### src/rtl/core/dqs_pkg.sv
// Shared types and codes for the double-ended queue with search.
`default_nettype none

package dqs_pkg;

  localparam logic [2:0] ACT_PUSH_FRONT = 3'd0;
  localparam logic [2:0] ACT_PUSH_BACK  = 3'd1;
  localparam logic [2:0] ACT_POP_FRONT  = 3'd2;
  localparam logic [2:0] ACT_POP_BACK   = 3'd3;
  localparam logic [2:0] ACT_CONTAINS   = 3'd4;
  localparam logic [2:0] ACT_REMOVE     = 3'd5;

  localparam logic [1:0] ERR_OK    = 2'd0;
  localparam logic [1:0] ERR_FULL  = 2'd1;
  localparam logic [1:0] ERR_EMPTY = 2'd2;

  typedef struct packed {
    logic load;
    logic exec;
    logic srch_start;
    logic srch_step;
    logic shift_step;
    logic shift_done;
    logic fetch;
  } cmd_t;

  typedef struct packed {
    logic [2:0] action;
    logic       cnt_zero;
    logic       more;
    logic       cmp_pend;
    logic       sh_pend;
    logic       hit;
  } sts_t;

endpackage

`default_nettype wire

### src/rtl/core/dqs_ctrl.sv
// Controller state machine: sequences execute, search, shift and fetch phases.
`default_nettype none

module dqs_ctrl (
  input  wire logic          clk,
  input  wire logic          rst_n,
  input  wire logic          start,
  input  wire dqs_pkg::sts_t sts,
  output dqs_pkg::cmd_t      cmd,
  output logic               busy,
  output logic               out_valid
);

  localparam logic [2:0] ST_IDLE   = 3'd0;
  localparam logic [2:0] ST_EXEC   = 3'd1;
  localparam logic [2:0] ST_SEARCH = 3'd2;
  localparam logic [2:0] ST_SHIFT  = 3'd3;
  localparam logic [2:0] ST_FETCH  = 3'd4;
  localparam logic [2:0] ST_RESP   = 3'd5;

  logic [2:0] state_r;
  logic [2:0] state_nxt;

  always_comb begin
    state_nxt = state_r;
    cmd       = '0;
    case (state_r)
      ST_IDLE: begin
        if (start) begin
          cmd.load  = 1'b1;
          state_nxt = ST_EXEC;
        end
      end
      ST_EXEC: begin
        if ((sts.action inside {dqs_pkg::ACT_CONTAINS, dqs_pkg::ACT_REMOVE}) &&
            !sts.cnt_zero) begin
          cmd.srch_start = 1'b1;
          state_nxt      = ST_SEARCH;
        end else begin
          cmd.exec  = 1'b1;
          state_nxt = ST_FETCH;
        end
      end
      ST_SEARCH: begin
        cmd.srch_step = 1'b1;
        if (sts.hit) begin
          state_nxt = (sts.action == dqs_pkg::ACT_REMOVE) ? ST_SHIFT : ST_FETCH;
        end else if (!sts.more && !sts.cmp_pend) begin
          state_nxt = ST_FETCH;
        end
      end
      ST_SHIFT: begin
        // close the gap one word per cycle, then drop the last entry
        if (!sts.more && !sts.sh_pend) begin
          cmd.shift_done = 1'b1;
          state_nxt      = ST_FETCH;
        end else begin
          cmd.shift_step = 1'b1;
        end
      end
      ST_FETCH: begin
        cmd.fetch = 1'b1;
        state_nxt = ST_RESP;
      end
      ST_RESP: begin
        state_nxt = ST_IDLE;
      end
      default: begin
        state_nxt = ST_IDLE;
      end
    endcase
  end

  always_ff @(posedge clk) begin
    if (!rst_n) begin
      state_r <= ST_IDLE;
    end else begin
      state_r <= state_nxt;
    end
  end

  assign busy      = (state_r != ST_IDLE);
  assign out_valid = (state_r == ST_RESP);

endmodule

`default_nettype wire

### src/rtl/core/dqs_datapath.sv
// Datapath: ring store, head and count registers, search compare and result registers.
`default_nettype none

module dqs_datapath #(
  parameter int DEPTH       = 16,
  parameter int VALUE_WIDTH = 32
) (
  input  wire logic                clk,
  input  wire logic                rst_n,
  input  wire logic [2:0]          in_action,
  input  wire logic signed [31:0]  in_value,
  input  wire dqs_pkg::cmd_t       cmd,
  output dqs_pkg::sts_t            sts,
  output logic                     out_found,
  output logic signed [31:0]       out_front_value,
  output logic signed [31:0]       out_back_value,
  output logic [4:0]               out_occupancy,
  output logic                     out_is_empty,
  output logic [1:0]               out_error_code
);

  localparam int AW = $clog2(DEPTH);
  localparam int CW = $clog2(DEPTH + 1);
  localparam logic [CW:0]   DEPTH_W = (CW + 1)'(DEPTH);
  localparam logic [CW-1:0] DEPTH_C = CW'(DEPTH);
  localparam logic [AW-1:0] LAST_A  = AW'(DEPTH - 1);

  logic [VALUE_WIDTH-1:0] mem [DEPTH];

  logic [2:0]             act_r, act_nxt;
  logic [VALUE_WIDTH-1:0] val_r, val_nxt;
  logic [AW-1:0]          head_r, head_nxt;
  logic [CW-1:0]          cnt_r, cnt_nxt;
  logic                   found_r, found_nxt;
  logic [1:0]             err_r, err_nxt;
  logic [CW-1:0]          idx_r, idx_nxt;
  logic                   cmp_vld_r, cmp_vld_nxt;
  logic [CW-1:0]          cmp_idx_r, cmp_idx_nxt;
  logic [CW-1:0]          wr_idx_r, wr_idx_nxt;
  logic                   sh_pend_r, sh_pend_nxt;
  logic [VALUE_WIDTH-1:0] rd0_r, rd1_r;

  logic                   we, re0, re1;
  logic [AW-1:0]          waddr, raddr0, raddr1;
  logic [VALUE_WIDTH-1:0] wdata;
  logic [63:0]            in_ext, front64, back64, cnt64;
  logic                   full, zero, more, hit;
  logic [AW-1:0]          head_m1, head_p1;

  function automatic logic [AW-1:0] slot(input logic [AW-1:0] base,
                                         input logic [CW-1:0] off);
    logic [CW:0] sum;
    sum = (CW + 1)'(base) + (CW + 1)'(off);
    if (sum >= DEPTH_W) begin
      sum = sum - DEPTH_W;
    end
    return sum[AW-1:0];
  endfunction

  assign in_ext  = {32'b0, in_value};
  assign full    = (cnt_r == DEPTH_C);
  assign zero    = (cnt_r == '0);
  assign more    = (idx_r < cnt_r);
  assign hit     = cmp_vld_r && (rd0_r == val_r);
  assign head_m1 = (head_r == '0) ? LAST_A : head_r - 1'b1;
  assign head_p1 = (head_r == LAST_A) ? '0 : head_r + 1'b1;

  always_comb begin
    act_nxt     = act_r;
    val_nxt     = val_r;
    head_nxt    = head_r;
    cnt_nxt     = cnt_r;
    found_nxt   = found_r;
    err_nxt     = err_r;
    idx_nxt     = idx_r;
    cmp_vld_nxt = cmp_vld_r;
    cmp_idx_nxt = cmp_idx_r;
    wr_idx_nxt  = wr_idx_r;
    sh_pend_nxt = sh_pend_r;
    we          = 1'b0;
    waddr       = head_r;
    wdata       = val_r;
    re0         = 1'b0;
    raddr0      = head_r;
    re1         = 1'b0;
    raddr1      = head_r;

    if (cmd.load) begin
      act_nxt   = in_action;
      val_nxt   = in_ext[VALUE_WIDTH-1:0];
      found_nxt = 1'b0;
      err_nxt   = dqs_pkg::ERR_OK;
    end

    if (cmd.exec) begin
      case (act_r)
        dqs_pkg::ACT_PUSH_FRONT: begin
          if (full) begin
            err_nxt = dqs_pkg::ERR_FULL;
          end else begin
            head_nxt = head_m1;
            we       = 1'b1;
            waddr    = head_m1;
            cnt_nxt  = cnt_r + 1'b1;
          end
        end
        dqs_pkg::ACT_PUSH_BACK: begin
          if (full) begin
            err_nxt = dqs_pkg::ERR_FULL;
          end else begin
            we      = 1'b1;
            waddr   = slot(head_r, cnt_r);
            cnt_nxt = cnt_r + 1'b1;
          end
        end
        dqs_pkg::ACT_POP_FRONT: begin
          if (zero) begin
            err_nxt = dqs_pkg::ERR_EMPTY;
          end else begin
            head_nxt = head_p1;
            cnt_nxt  = cnt_r - 1'b1;
          end
        end
        dqs_pkg::ACT_POP_BACK: begin
          if (zero) begin
            err_nxt = dqs_pkg::ERR_EMPTY;
          end else begin
            cnt_nxt = cnt_r - 1'b1;
          end
        end
        default: begin
        end
      endcase
    end

    if (cmd.srch_start) begin
      idx_nxt     = '0;
      cmp_vld_nxt = 1'b0;
    end

    if (cmd.srch_step) begin
      // issue one read a cycle, compare the word read the cycle before
      cmp_vld_nxt = 1'b0;
      if (more) begin
        re0         = 1'b1;
        raddr0      = slot(head_r, idx_r);
        idx_nxt     = idx_r + 1'b1;
        cmp_vld_nxt = 1'b1;
        cmp_idx_nxt = idx_r;
      end
      if (hit) begin
        found_nxt   = 1'b1;
        idx_nxt     = cmp_idx_r + 1'b1;
        sh_pend_nxt = 1'b0;
      end
    end

    if (cmd.shift_step) begin
      sh_pend_nxt = 1'b0;
      if (more) begin
        re0         = 1'b1;
        raddr0      = slot(head_r, idx_r);
        idx_nxt     = idx_r + 1'b1;
        wr_idx_nxt  = idx_r - 1'b1;
        sh_pend_nxt = 1'b1;
      end
      if (sh_pend_r) begin
        we    = 1'b1;
        waddr = slot(head_r, wr_idx_r);
        wdata = rd0_r;
      end
    end

    if (cmd.shift_done) begin
      cnt_nxt = cnt_r - 1'b1;
    end

    if (cmd.fetch) begin
      re0    = 1'b1;
      raddr0 = head_r;
      re1    = !zero;
      raddr1 = slot(head_r, cnt_r - 1'b1);
    end
  end

  always_ff @(posedge clk) begin
    if (!rst_n) begin
      head_r    <= '0;
      cnt_r     <= '0;
      cmp_vld_r <= 1'b0;
      sh_pend_r <= 1'b0;
    end else begin
      head_r    <= head_nxt;
      cnt_r     <= cnt_nxt;
      cmp_vld_r <= cmp_vld_nxt;
      sh_pend_r <= sh_pend_nxt;
    end
  end

  always_ff @(posedge clk) begin
    act_r     <= act_nxt;
    val_r     <= val_nxt;
    found_r   <= found_nxt;
    err_r     <= err_nxt;
    idx_r     <= idx_nxt;
    cmp_idx_r <= cmp_idx_nxt;
    wr_idx_r  <= wr_idx_nxt;
  end

  always_ff @(posedge clk) begin
    if (we) begin
      mem[waddr] <= wdata;
    end
    if (re0) begin
      rd0_r <= mem[raddr0];
    end
    if (re1) begin
      rd1_r <= mem[raddr1];
    end
  end

  always_comb begin
    sts          = '0;
    sts.action   = act_r;
    sts.cnt_zero = zero;
    sts.more     = more;
    sts.cmp_pend = cmp_vld_r;
    sts.sh_pend  = sh_pend_r;
    sts.hit      = hit;
  end

  assign front64 = 64'(rd0_r);
  assign back64  = 64'(rd1_r);
  assign cnt64   = 64'(cnt_r);

  assign out_found       = found_r;
  assign out_front_value = zero ? '0 : front64[31:0];
  assign out_back_value  = zero ? '0 : back64[31:0];
  assign out_occupancy   = cnt64[4:0];
  assign out_is_empty    = zero;
  assign out_error_code  = err_r;

endmodule

`default_nettype wire

### src/rtl/core/double_ended_queue_with_search.sv
// Top level of the double-ended queue with front search and remove.
//
//   channel | ports                                   | handshake
//   --------+-----------------------------------------+---------------------------
//   input   | in_action, in_value                     | start high, busy low
//   result  | out_found .. out_error_code             | out_valid, one cycle
//
// A push, pop, spare action or empty search passes, after accept, through execute, fetch
// front/back and respond. Contains reads one entry a cycle and compares each entry once its
// read is registered. Remove searches the same way, then moves each entry behind the match
// one place forward. busy drops as out_valid does, and the next word may then be accepted.
// Reset empties the queue at once; the store itself is not cleared.
// The receiver cannot stall: each word is on the out_ ports for one cycle.
`default_nettype none

module double_ended_queue_with_search #(
  parameter int DEPTH       = 16,
  parameter int VALUE_WIDTH = 32
) (
  input  wire logic               clk,
  input  wire logic               rst_n,
  input  wire logic               start,
  output logic                    busy,
  input  wire logic [2:0]         in_action,
  input  wire logic signed [31:0] in_value,
  output logic                    out_valid,
  output logic                    out_found,
  output logic signed [31:0]      out_front_value,
  output logic signed [31:0]      out_back_value,
  output logic [4:0]              out_occupancy,
  output logic                    out_is_empty,
  output logic [1:0]              out_error_code
);

  dqs_pkg::cmd_t cmd;
  dqs_pkg::sts_t sts;

  dqs_ctrl u_ctrl (
    .clk       (clk),
    .rst_n     (rst_n),
    .start     (start),
    .sts       (sts),
    .cmd       (cmd),
    .busy      (busy),
    .out_valid (out_valid)
  );

  dqs_datapath #(
    .DEPTH       (DEPTH),
    .VALUE_WIDTH (VALUE_WIDTH)
  ) u_datapath (
    .clk             (clk),
    .rst_n           (rst_n),
    .in_action       (in_action),
    .in_value        (in_value),
    .cmd             (cmd),
    .sts             (sts),
    .out_found       (out_found),
    .out_front_value (out_front_value),
    .out_back_value  (out_back_value),
    .out_occupancy   (out_occupancy),
    .out_is_empty    (out_is_empty),
    .out_error_code  (out_error_code)
  );

endmodule

`default_nettype wire

### config.mk
export PLATFORM = sky130hd
export DESIGN_NAME = double_ended_queue_with_search
export DESIGN_NICKNAME = d
export VERILOG_FILES = /design/src/rtl/core/dqs_pkg.sv /design/src/rtl/core/dqs_ctrl.sv /design/src/rtl/core/dqs_datapath.sv /design/src/rtl/core/double_ended_queue_with_search.sv
export SDC_FILE = /design/constraint.sdc
export NUM_CORES = 1
export LEC_CHECK = 0
export BUFFER_PORTS_ARGS = -buffer_cell sky130_fd_sc_hd__buf_2
export CAP_MARGIN = 15
export CORE_MARGIN = 3
export CORE_UTILIZATION = 40
export CTS_BUF_LIST = sky130_fd_sc_hd__clkbuf_8 sky130_fd_sc_hd__clkbuf_16
export CTS_CLUSTER_SIZE = 12
export DETAILED_ROUTE_END_ITERATION = 7
export PLACE_DENSITY = 0.62
export SYNTH_ARGS = -nofsm -noshare
export SYNTH_HDL_FRONTEND = slang
export SYNTH_SLANG_ARGS = --single-unit
### constraint.sdc
create_clock -name clk -period 5.8 [get_ports clk]
set_input_delay 0.58 -clock clk [delete_from_list [all_inputs] [get_ports clk]]
set_output_delay 0.58 -clock clk [all_outputs]
set_load 0.05 [all_outputs]
== After elaboration in Yosys (flattened, before gate mapping) ==
Memory sizes are Yosys's and may differ from the RTL's. A register that Yosys moved wholly into a read port is not among the register bits.
Index checks and enable logic that the tools add are counted.
Word-level totals
  flip-flop bits (word level): 67
  bits in writable memories: 512
  output and inout bits: 75
  logic and storage cells: 158
  memories kept: 1
Memory list
  u_datapath.mem: depth 16, bits a word 32, read ports 2, clocked after memory_dff 2, write ports 1, line dqs_datapath.sv:28  | logic [VALUE_WIDTH-1:0] mem [DEPTH];
Cells by class
  add/sub/neg operators: 15
  $lt $le $gt $ge: 5
  equality and inequality tests: 19
  multiplexer cells: 78
  reduce and logical (&&, ||, !) cells: 28
Operators with widths (count)
  32-bit 2-to-1 mux: 4
  4-bit 2-to-1 mux: 18
  5-bit 2-to-1 mux: 10
  32-bit equality test: 1
  1-bit 2-to-1 mux: 29
  4-bit by 5-bit adder with 6-bit output: 4
  6-bit by 5-bit greater-or-equal comparator with 1-bit output, second input constant: 4
  4-bit by 1-bit subtractor with 4-bit output, second input constant: 5
  3-bit 2-to-1 mux: 6
  4-bit one-hot mux with 2 select lines: 2
  5-bit by 1-bit adder with 5-bit output, second input constant: 3
  3-bit one-hot mux with 5 select lines: 1
  3-bit by 2-bit equality test with 1-bit output, second input constant: 4
  3-bit equality test, second input constant: 4
  2-bit 2-to-1 mux: 6
  2-bit nonzero test: 6
  5-bit one-hot mux with 2 select lines: 1
  5-bit by 1-bit subtractor with 5-bit output, second input constant: 2
  3-bit by 1-bit equality test with 1-bit output, second input constant: 2
  3-bit zero test: 2
  3-bit inequality test, second input constant: 2
  2-bit AND reduction: 3
  3-bit AND reduction: 2
  3-bit nonzero test: 2
  14 further kinds: 22

== Logic depth before layout (Yosys ltp) ==
Gate-level depths: netlist of run 1.
  depth in word-level cells: 11
  depth in mapped cells: 13

== Hierarchy ==
A second synthesis of run 1 with hierarchy kept.
Second synthesis, totals
  cells, all modules: 2806
  area total of the unflattened synthesis: 31397.6 µm²
Modules (own cells, without submodules)
  dqs_datapath: times used 1, cells an instance 2773, area each 31114.8 µm², sequential area each 18998.2 µm²
  dqs_ctrl: times used 1, cells an instance 33, area each 282.8 µm², sequential area each 60.1 µm²

== Worst setup path before layout of run 1 ==
Ideal clock, no wire load.
  path type: register to register
  from: register u_datapath.cnt_r[0], in the netlist u_datapath.out_occupancy[0]
  to: memory u_datapath.mem[9][0] (enable)
  library setup time: 0.421 ns
  arrival: 3.587 ns
  data required time: 5.379 ns
  slack: 1.792 ns
  stages on the path, launching flop included: 10
  cells stage by stage: dfxtp_1 > inv_1 > ha_1 > nor4bb_1 > nor4_1 > a21oi_1 > a21bo_2 > and3_1 > o21ai_1 > nor2_1
On the way
  longest elaborated chain between the ends: 10
  elaborated cells on any way between the ends: 28
RTL lines
  from (decl): line dqs_datapath.sv:33  | logic [CW-1:0] cnt_r, cnt_nxt;
  from (signal assigned): line dqs_datapath.sv:194  | cnt_r <= cnt_nxt;
  parallel branches: the longest is 10 deep, another holds 4-bit by 5-bit adder with 6-bit output
  to (decl): line dqs_datapath.sv:28
Several ways; the timed one is not identified.

== Final worst setup path of run 1 ==
  from: register u_datapath.cnt_r[2], in the netlist u_datapath.out_occupancy[2]
  to: register u_datapath.rd0_r[14] (read register of u_datapath.mem) (data pin)
On the way
  longest elaborated chain between the ends: 7
  elaborated cells on any way between the ends: 15
RTL lines
  5-bit less-than comparator *: line dqs_datapath.sv:63  | assign more = (idx_r < cnt_r);
  1-bit zero test: line dqs_ctrl.sv:54  | if (!sts.more && !sts.sh_pend) begin
  1-bit logical AND: line dqs_ctrl.sv:54
  1-bit 2-to-1 mux: line dqs_ctrl.sv:54
  2-bit 2-to-1 mux: line dqs_ctrl.sv:27  | case (state_r)
  4-bit 2-to-1 mux or 1-bit 2-to-1 mux (tied branches): line dqs_datapath.sv:158  | if (cmd.shift_step) begin
  4-bit 2-to-1 mux or 1-bit 2-to-1 mux (tied branches): line dqs_datapath.sv:178  | if (cmd.fetch) begin
  to (decl): line dqs_datapath.sv:41  | logic [VALUE_WIDTH-1:0] rd0_r, rd1_r;
Mark *: on every way between the ends. The rest lies on a longest branch, timed or not.
A chain may end at the register's enable or synchronous reset.

==> impl_metrics.ini, run 1 <==
[run_status]
outcome = complete, no violations

[flow_run]
maxCapViolCount = 0

[synthesis]
synth_fp_nets = 2666
synth_most_common_cell = edfxtp_1
synth_cells = 2600
synth_cell_types = 68
synth_ff_type = edfxtp_1
synth_edf_count = 620
synth.ff_latch_count = 642
yosysTopAreaCell = edfxtp_1
synthTopCellsByCount = 620 x edfxtp_1, 388 x o211ai_1, 248 x nand2_1
avgSynthCellArea_um2 = 12.6
netlist_area_um2 = 32600
synthTopCellsByArea = edfxtp_1 57%, o211ai_1 8.9%, mux2i_1 6.0%
synth_seq_area_share_pct = 58.4
synth_warnings = 0
async_reset_ff_share_pct = 0
synth_top_area_share_pct = 57.0

[sta]
worst_slew_pin_slew_ps = 1170
hold_viol_final = 0
post-route-min-period_ps = 4240
maxSlewHeadroom_pct = 21.4
setup_viol = 0
clock.fmax_ghz = 0.236
rsz0062_at_grt = false
setup_slack_ps = 1560
period_share_pct = 73.1
final-max-slew-violation-count = 0
fin_hold_ws_ps = 139
finClkSkew_ps = 15.5
fin_setup_tns_ps = 0

[floorplan]
die_width_um = 292
num_io_pins = 113
start_util_pct = 40.5
fp-row-count = 104
core_um2 = 80700
dieArea_um2 = 85100
fp.dieH_um = 292

[placed_design]
portBuffers = 112
gp_congestion = 0.875
place_inst = 3615
place_ws_ps = 1630
dpl.hpwl_um = 57900

[setup_path]
crit_top_cell = buf_4
cp_max_fo = 44
worstPathCellList = inv_1, ha_1, nand2_1, o21ai_0, o21a_4, buf_4, nor3_1, nor3_4, buf_4, o211ai_1, nand4_1
end_kind = flip-flop
path_class = flip-flop to flip-flop
cp_slowest_cell = o21a_4
cp_slowest_stage_delay_ps = 680
startpoint_type = flip-flop
crit_arrival_ps = 4710
cp.required_ps = 6270
path_buf_inv = 3
critical-path-top-delay-family = compound AO/OA/AOI/OAI gates

[global_routing]
grt_max_degree = 129
antenna_found_initial = 1
overflow = 0
grt_pass1_vias = 23357
gr-usage-all-layers_pct = 23.7
grt_pass1_wl_um = 151000

[clock_network]
max-clock-path-buffers = 3
clock_latency_ps = 620
cts_root_buffer = clkbuf_16
htree_levels = 3
cts_inserted_buffers = 73
clock-sinks = 642
cts_setup_buffers = 0
cts-hold-fix-buffers = 0
cts_tree = yes
cts.clk_slew.worst_paths_ps = 60
cts_resized = 0

[layout]
fin_cells = 3745
drive_gt1_share_pct = 17.4
nets = 2696
fill_cells = 7121
area_growth_pct = 12.9

[drt]
dr.first_iter.drc_count = 2973
vias_per_cell = 6.25
wl_um = 104000
drtAntennaViolNets = 0
drc_errors = 0
vias = 23402
wl_per_cell_um = 27.7
drt_pre_antenna_iters = 8

[power_and_ir_drop]
ir_drop_mv = 0.205
clkPwrFrac_pct = 37.6
p_leak_uw = 0.0135
power_frac_seq_pct = 45.3
p_sw_uw = 3370
p_per_area_nw_per_um2 = 322
p_int_uw = 8510
p_comb_share_pct = 17.1
p_sw_share_pct = 28.3

[hold_path]
min_path_type = primary input to flip-flop
[state kept, by name (all words and copies together) (netlist names)]
register and count:
u_datapath.out_occupancy 5, u_datapath.mem 512, u_datapath.wr_idx_r 4, u_datapath.cmp_idx_r 5, u_datapath.idx_r 5, u_datapath.head_r 4, u_datapath.val_r 32, u_datapath.out_found 1
u_datapath.rd0_r 32, u_datapath.rd1_r 32, u_datapath.cmp_vld_r 1, u_datapath.sh_pend_r 1, u_datapath.out_error_code 2, u_ctrl.state_r 3, u_datapath.act_r 3
[per-layer routing]
| layer | part of all wire (%) | global-route usage, % | vias up |
|---|---|---|---|
| met5 | 0 | 0 | - |
| met4 | 4.3 | 11.0 | 0 |
| met3 | 9.5 | 4.64 | 270 |
| met2 | 45 | 36.6 | 1346 |
| met1 | 41 | 32.5 | 11739 |
| li1 | - | - | 10047 |
[cells in the final DEF (no fill, tap or decap), types with 6 or more instances in the layout]
cell type / netlist / layout
clkbuf_16: 0 / 75
nor2_1: 48 / 31
mux2i_1: 197 / 194
nor2_4: 0 / 17
nand3_1: 17 / 15
and2_1: 127 / 127
bufinv_16: 0 / 6
nand2_1: 248 / 247
a211oi_1: 67 / 67
buf_4: 0 / 31
or3_1: 9 / 9
dfxtp_1: 22 / 22
mux4_2: 32 / 32
xnor2_1: 35 / 34
ha_1: 24 / 24
clkinv_1: 0 / 15
a21oi_1: 25 / 23
nand4_1: 41 / 41
inv_1: 151 / 169
o211ai_1: 388 / 388
buf_12: 0 / 21
clkinv_2: 0 / 9
nor4_1: 6 / 6
o21ai_0: 22 / 22
mux2_2: 131 / 130
nand3b_1: 6 / 6
edfxtp_1: 620 / 620
xor2_1: 19 / 19
buf_2: 80 / 112
nor3_1: 10 / 10
a31oi_1: 70 / 70
[worst paths after layout]
check	startpoint	to	slack (ps)	cells after the start
worst max-delay path	u_datapath.out_occupancy[2]	u_datapath.rd0_r[14]	1560	11
worst min-delay path	in_value[17]	u_datapath.val_r[17]	140	1
worst max register to register	u_datapath.out_occupancy[2]	u_datapath.rd0_r[14]	1560	11
worst min register to register	u_datapath.out_found	u_datapath.out_found	470	1
[cell families after synthesis]
group | synth area share (%)
buf+inv | 4.47
flops | 58.4
fa+ha+maj | 1.17
compound gates | 13.5
simple gates | 8.29
mux | 12.8
xor+xnor | 1.45
[through the flow]
| step | power [uW] | utilization (%) | cell area (um^2) |
|---|---|---|---|
| floorplan | 6800 | - | 32600 |
| global placement | 7440 | 42.8 | 34600 |
| detailed placement | 7470 | 42.8 | 34600 |
| CTS | 11900 | 45.7 | 36800 |
| global route | 12300 | 45.7 | 36800 |
| finish | 11900 | 45.7 | 36800 |
[area by class of cell]
class / instances / area (um^2) / share of cell area (%)
clock inverter: 53 / 393 / 1.07
clock buffer: 76 / 1890 / 5.13
multi-input combinational: 1598 / 12400 / 33.6
sequential: 642 / 19100 / 51.7
antenna: 1 / 2.50 / 0.00679
inverter: 151 / 569 / 1.55
timing repair buffer: 164 / 1210 / 3.29
tap: 1060 / 1330 / 3.60
[power by group through the flow]
stage	logic, uW	registers, uW	clock network [uW]
floorplan	1400	5410	0
global placement	1970	5470	0
detailed placement	2000	5470	0
CTS	2010	5370	4540
global route	2150	5380	4730
finish	2030	5380	4470
(Power assumes the default switching activity.)
==> run 2, diff against run 1 <==
- ABC_AREA: not set -> 1
- PLACE_DENSITY: 0.62 -> 0.64
- clock period: 5.8 -> 3.65 ns (I/O delays scaled with it)
==> run 2 against run 1 <==
  * Area after synthesis increased by 6.3%
  * Power increased by 65%
  * Clock skew increased by 13 ps
  * Non-clock buffer count increased by 110
  * Sequential share of layout area decreased by 4.0 points
  * Combinational power increased by 86%
  * Core utilization increased by 1.0 points
  * Hold slack got worse by 66 ps
  * Sequential cell count unchanged
  * Wire length increased by 8.5%
==> impl_metrics.ini, run 2 <==
[power_and_ir_drop]
p_int_uw = 13600
power_frac_seq_pct = 43.6
p_sw_uw = 5960
clkPwrFrac_pct = 37.1
p_sw_share_pct = 30.5
p_per_area_nw_per_um2 = 490
ir_drop_mv = 0.312
p_comb_share_pct = 19.3
p_leak_uw = 0.0170

[floorplan]
fp.dieH_um = 301
start_util_pct = 40.6
num_io_pins = 113
fp-row-count = 107
die_width_um = 301
core_um2 = 85500
dieArea_um2 = 90400

[sta]
fin_hold_ws_ps = 73.0
worst_slew_pin_slew_ps = 1180
period_share_pct = 92.5
hold_viol_final = 0
maxSlewHeadroom_pct = 20.7
post-route-min-period_ps = 3380
finClkSkew_ps = 28.1
clock.fmax_ghz = 0.296
setup_viol = 0
final-max-slew-violation-count = 0
rsz0062_at_grt = false

[setup_path]
critPathCapture = out_front_value[19]
cp_slowest_stage_delay_ps = 520
startpoint_type = flip-flop
cp_max_fo = 32
cp.required_ps = 3280
path_buf_inv = 5
cp_slowest_cell = nand3_4
worst_r2r_endpoint = u_datapath.rd0_r[13]
r2r_cells = 13
reg2reg_slack_ps = 380
cp-startpoint = u_datapath.out_occupancy[1]
critical-path-top-delay-family = buffers and inverters
reg2reg_from = u_datapath.out_occupancy[2]
cp_num_cells = 8
end_kind = output pin
path_class = flip-flop to output pin
worstPathCellList = inv_1, ha_1, nand3_4, buf_4, buf_4, nand2_1, inv_1, buf_2
crit_arrival_ps = 3010

[synthesis]
synth_top_family_by_area = simple AND/OR/NAND/NOR gates
synthTopCellsByArea = edfxtp_1 54%, nand3_1 13%, nand2_1 9.9%
synth_ff_type = edfxtp_1
synth_top_area_share_pct = 53.6
synth_cell_types = 41
synth_most_common_cell = nand2_1
synth_xor_area_share_pct = 0.782
synth_warnings = 0
synthTopCellsByCount = 915 x nand2_1, 883 x nand3_1, 685 x inv_1
synth_edf_count = 620
synthAdderAreaFrac_pct = 1.10
netlist_area_um2 = 34700
synth-compound-area-share_pct = 7.15
synth_mux_area_share_pct = 0
synth.ff_latch_count = 642
yosysTopAreaCell = edfxtp_1
async_reset_ff_share_pct = 0
synth_cells = 3975
synth_seq_area_share_pct = 54.9
yosys.area_share.simple_pct = 25.1
avgSynthCellArea_um2 = 8.73
synth_fp_nets = 4041

[drt]
vias_per_cell = 5.50
vias = 29026
drtAntennaViolNets = 0
dr.first_iter.drc_count = 3762
wl_per_cell_um = 21.3
drc_errors = 0
wl_um = 112000
drt_pre_antenna_iters = 6

[clock_network]
cts_root_buffer = clkbuf_16
clock-sinks = 642
htree_levels = 3
clock_latency_ps = 630
cts_inserted_buffers = 74
cts.clk_slew.worst_paths_ps = 60
cts_resized = 0
cts_setup_buffers = 0
cts_tree = yes
max-clock-path-buffers = 3

[placed_design]
dpl_cell_area_um2 = 37200
dpl.hpwl_um = 63700
gp_congestion = 0.851
portBuffers = 112

[layout]
largest_reg_flops = 512
nets = 4136
drive_gt1_share_pct = 9.91
final_cell_area_um2 = 39900
area_growth_pct = 15.0
top_register = u_datapath.mem
layout_commonest_cell = nand2_1
final_cell_mix = 911 x nand2_1, 882 x nand3_1, 699 x inv_1, 620 x edfxtp_1, 245 x o211ai_1

[global_routing]
grt_pass1_wl_um = 168000
grt.met3_usage_pct = 3.86
antenna_found_initial = 0
grt.met1_usage_pct = 32.9
top_usage_layer = met2
gr-usage-all-layers_pct = 24.4
grt_max_degree = 169
grt_pass1_vias = 27293
overflow = 0
grtUsageMet2_pct = 39.0

[flow_run]
maxCapViolCount = 0

[run_status]
outcome = complete, no violations

[hold_path]
min_path_type = primary input to flip-flop
==> run 2: cell count changes after synthesis, sizes merged, moves of 51 or more <==
cell,delta
nand3,+887
clkbuf,-66
nand2,+670
buf,+112
nor2,+54
o21ai,+51
mux2i,-197
a31oi,-69
mux2,-131
o211ai,-143
and2,-126
a211oi,-66
inv,+541
==> run 2: cell type report <==
cell class | count | area, um^2
multi-input combinational | 2386 | 12100
timing repair buffer | 274 | 2430
clock inverter | 58 | 475
inverter | 692 | 2600
antenna | 2 | 5.00
sequential | 642 | 19100
fill | 7922 | 45600
tap | 1144 | 1430
clock buffer | 75 | 1880
==> run 2: worst reg2reg max path, delay by kind of cell (launching register included) <==
kind            cells  cell delay [ps]
fa+ha+maj           1              320
simple gates        9             1280
compound gates      1              250
buf+inv             2              660
flops               1              520
==> run 2: stage by stage <==
stage / setup slack (ps) / total power [uW] / instances / TNS (ps) / util [%]
6_report: 273 / 19600 / 5273 / 0 / 46.7
4_1_cts: 253 / 19600 / 5270 / 0 / 46.7
3_3_place_gp: 492 / 12300 / 5102 / 0 / 43.5
2_1_floorplan: -206 / 11200 / 3975 / -69840 / -
5_1_grt: 69.0 / 20300 / 5271 / 0 / 46.7
3_5_place_dp: 410 / 12400 / 5102 / 0 / 43.5
==> run 2: cells by family (layout without fill, tap and decap cells) <==
logic type,Yosys count,after routing
XOR/XNOR,31,31
AND/OR/NAND/NOR,1960,1960
adder cells (fa/ha/maj),28,28
flip-flops,642,642
other,0,2
AO/OA/AOI/OAI,367,367
buffers and inverters,947,1099
==> run 2: metal layers <==
metal / wire [um] / up-vias
met5: 0 / -
met4: 4500 / 0
met3: 11000 / 296
met2: 51700 / 1543
met1: 45100 / 13673
li1: - / 13514
==> run 2: worst min path at each step <==
stage | startpoint | end | slack [ps] | cells past startpoint
finish | rst_n | u_datapath.out_occupancy[4] | 70 | 3
floorplan | u_datapath.idx_r[3] | u_datapath.cmp_idx_r[3] | 430 | 0
global placement | u_datapath.out_found | u_datapath.out_found | 440 | 2
detailed placement | u_datapath.out_found | u_datapath.out_found | 450 | 2
CTS | rst_n | u_datapath.out_occupancy[4] | 50 | 3
global route | rst_n | u_datapath.out_occupancy[3] | 100 | 3
==> run 2: what timing repair did <==
action / 4_1_cts / 5_1_grt
endpoints found under the hold margin: 35 / 0
hold buffers: 35 / 0
setup endpoints to repair: 0 / 0
==> run 2: power by group through the flow <==
stage	Clock [uW]	Combinational [uW]	Sequential [uW]
finish	7260	3780	8520
global placement	0	3660	8670
global route	7650	4130	8530
detailed placement	0	3690	8670
floorplan	0	2540	8630
CTS	7350	3740	8510
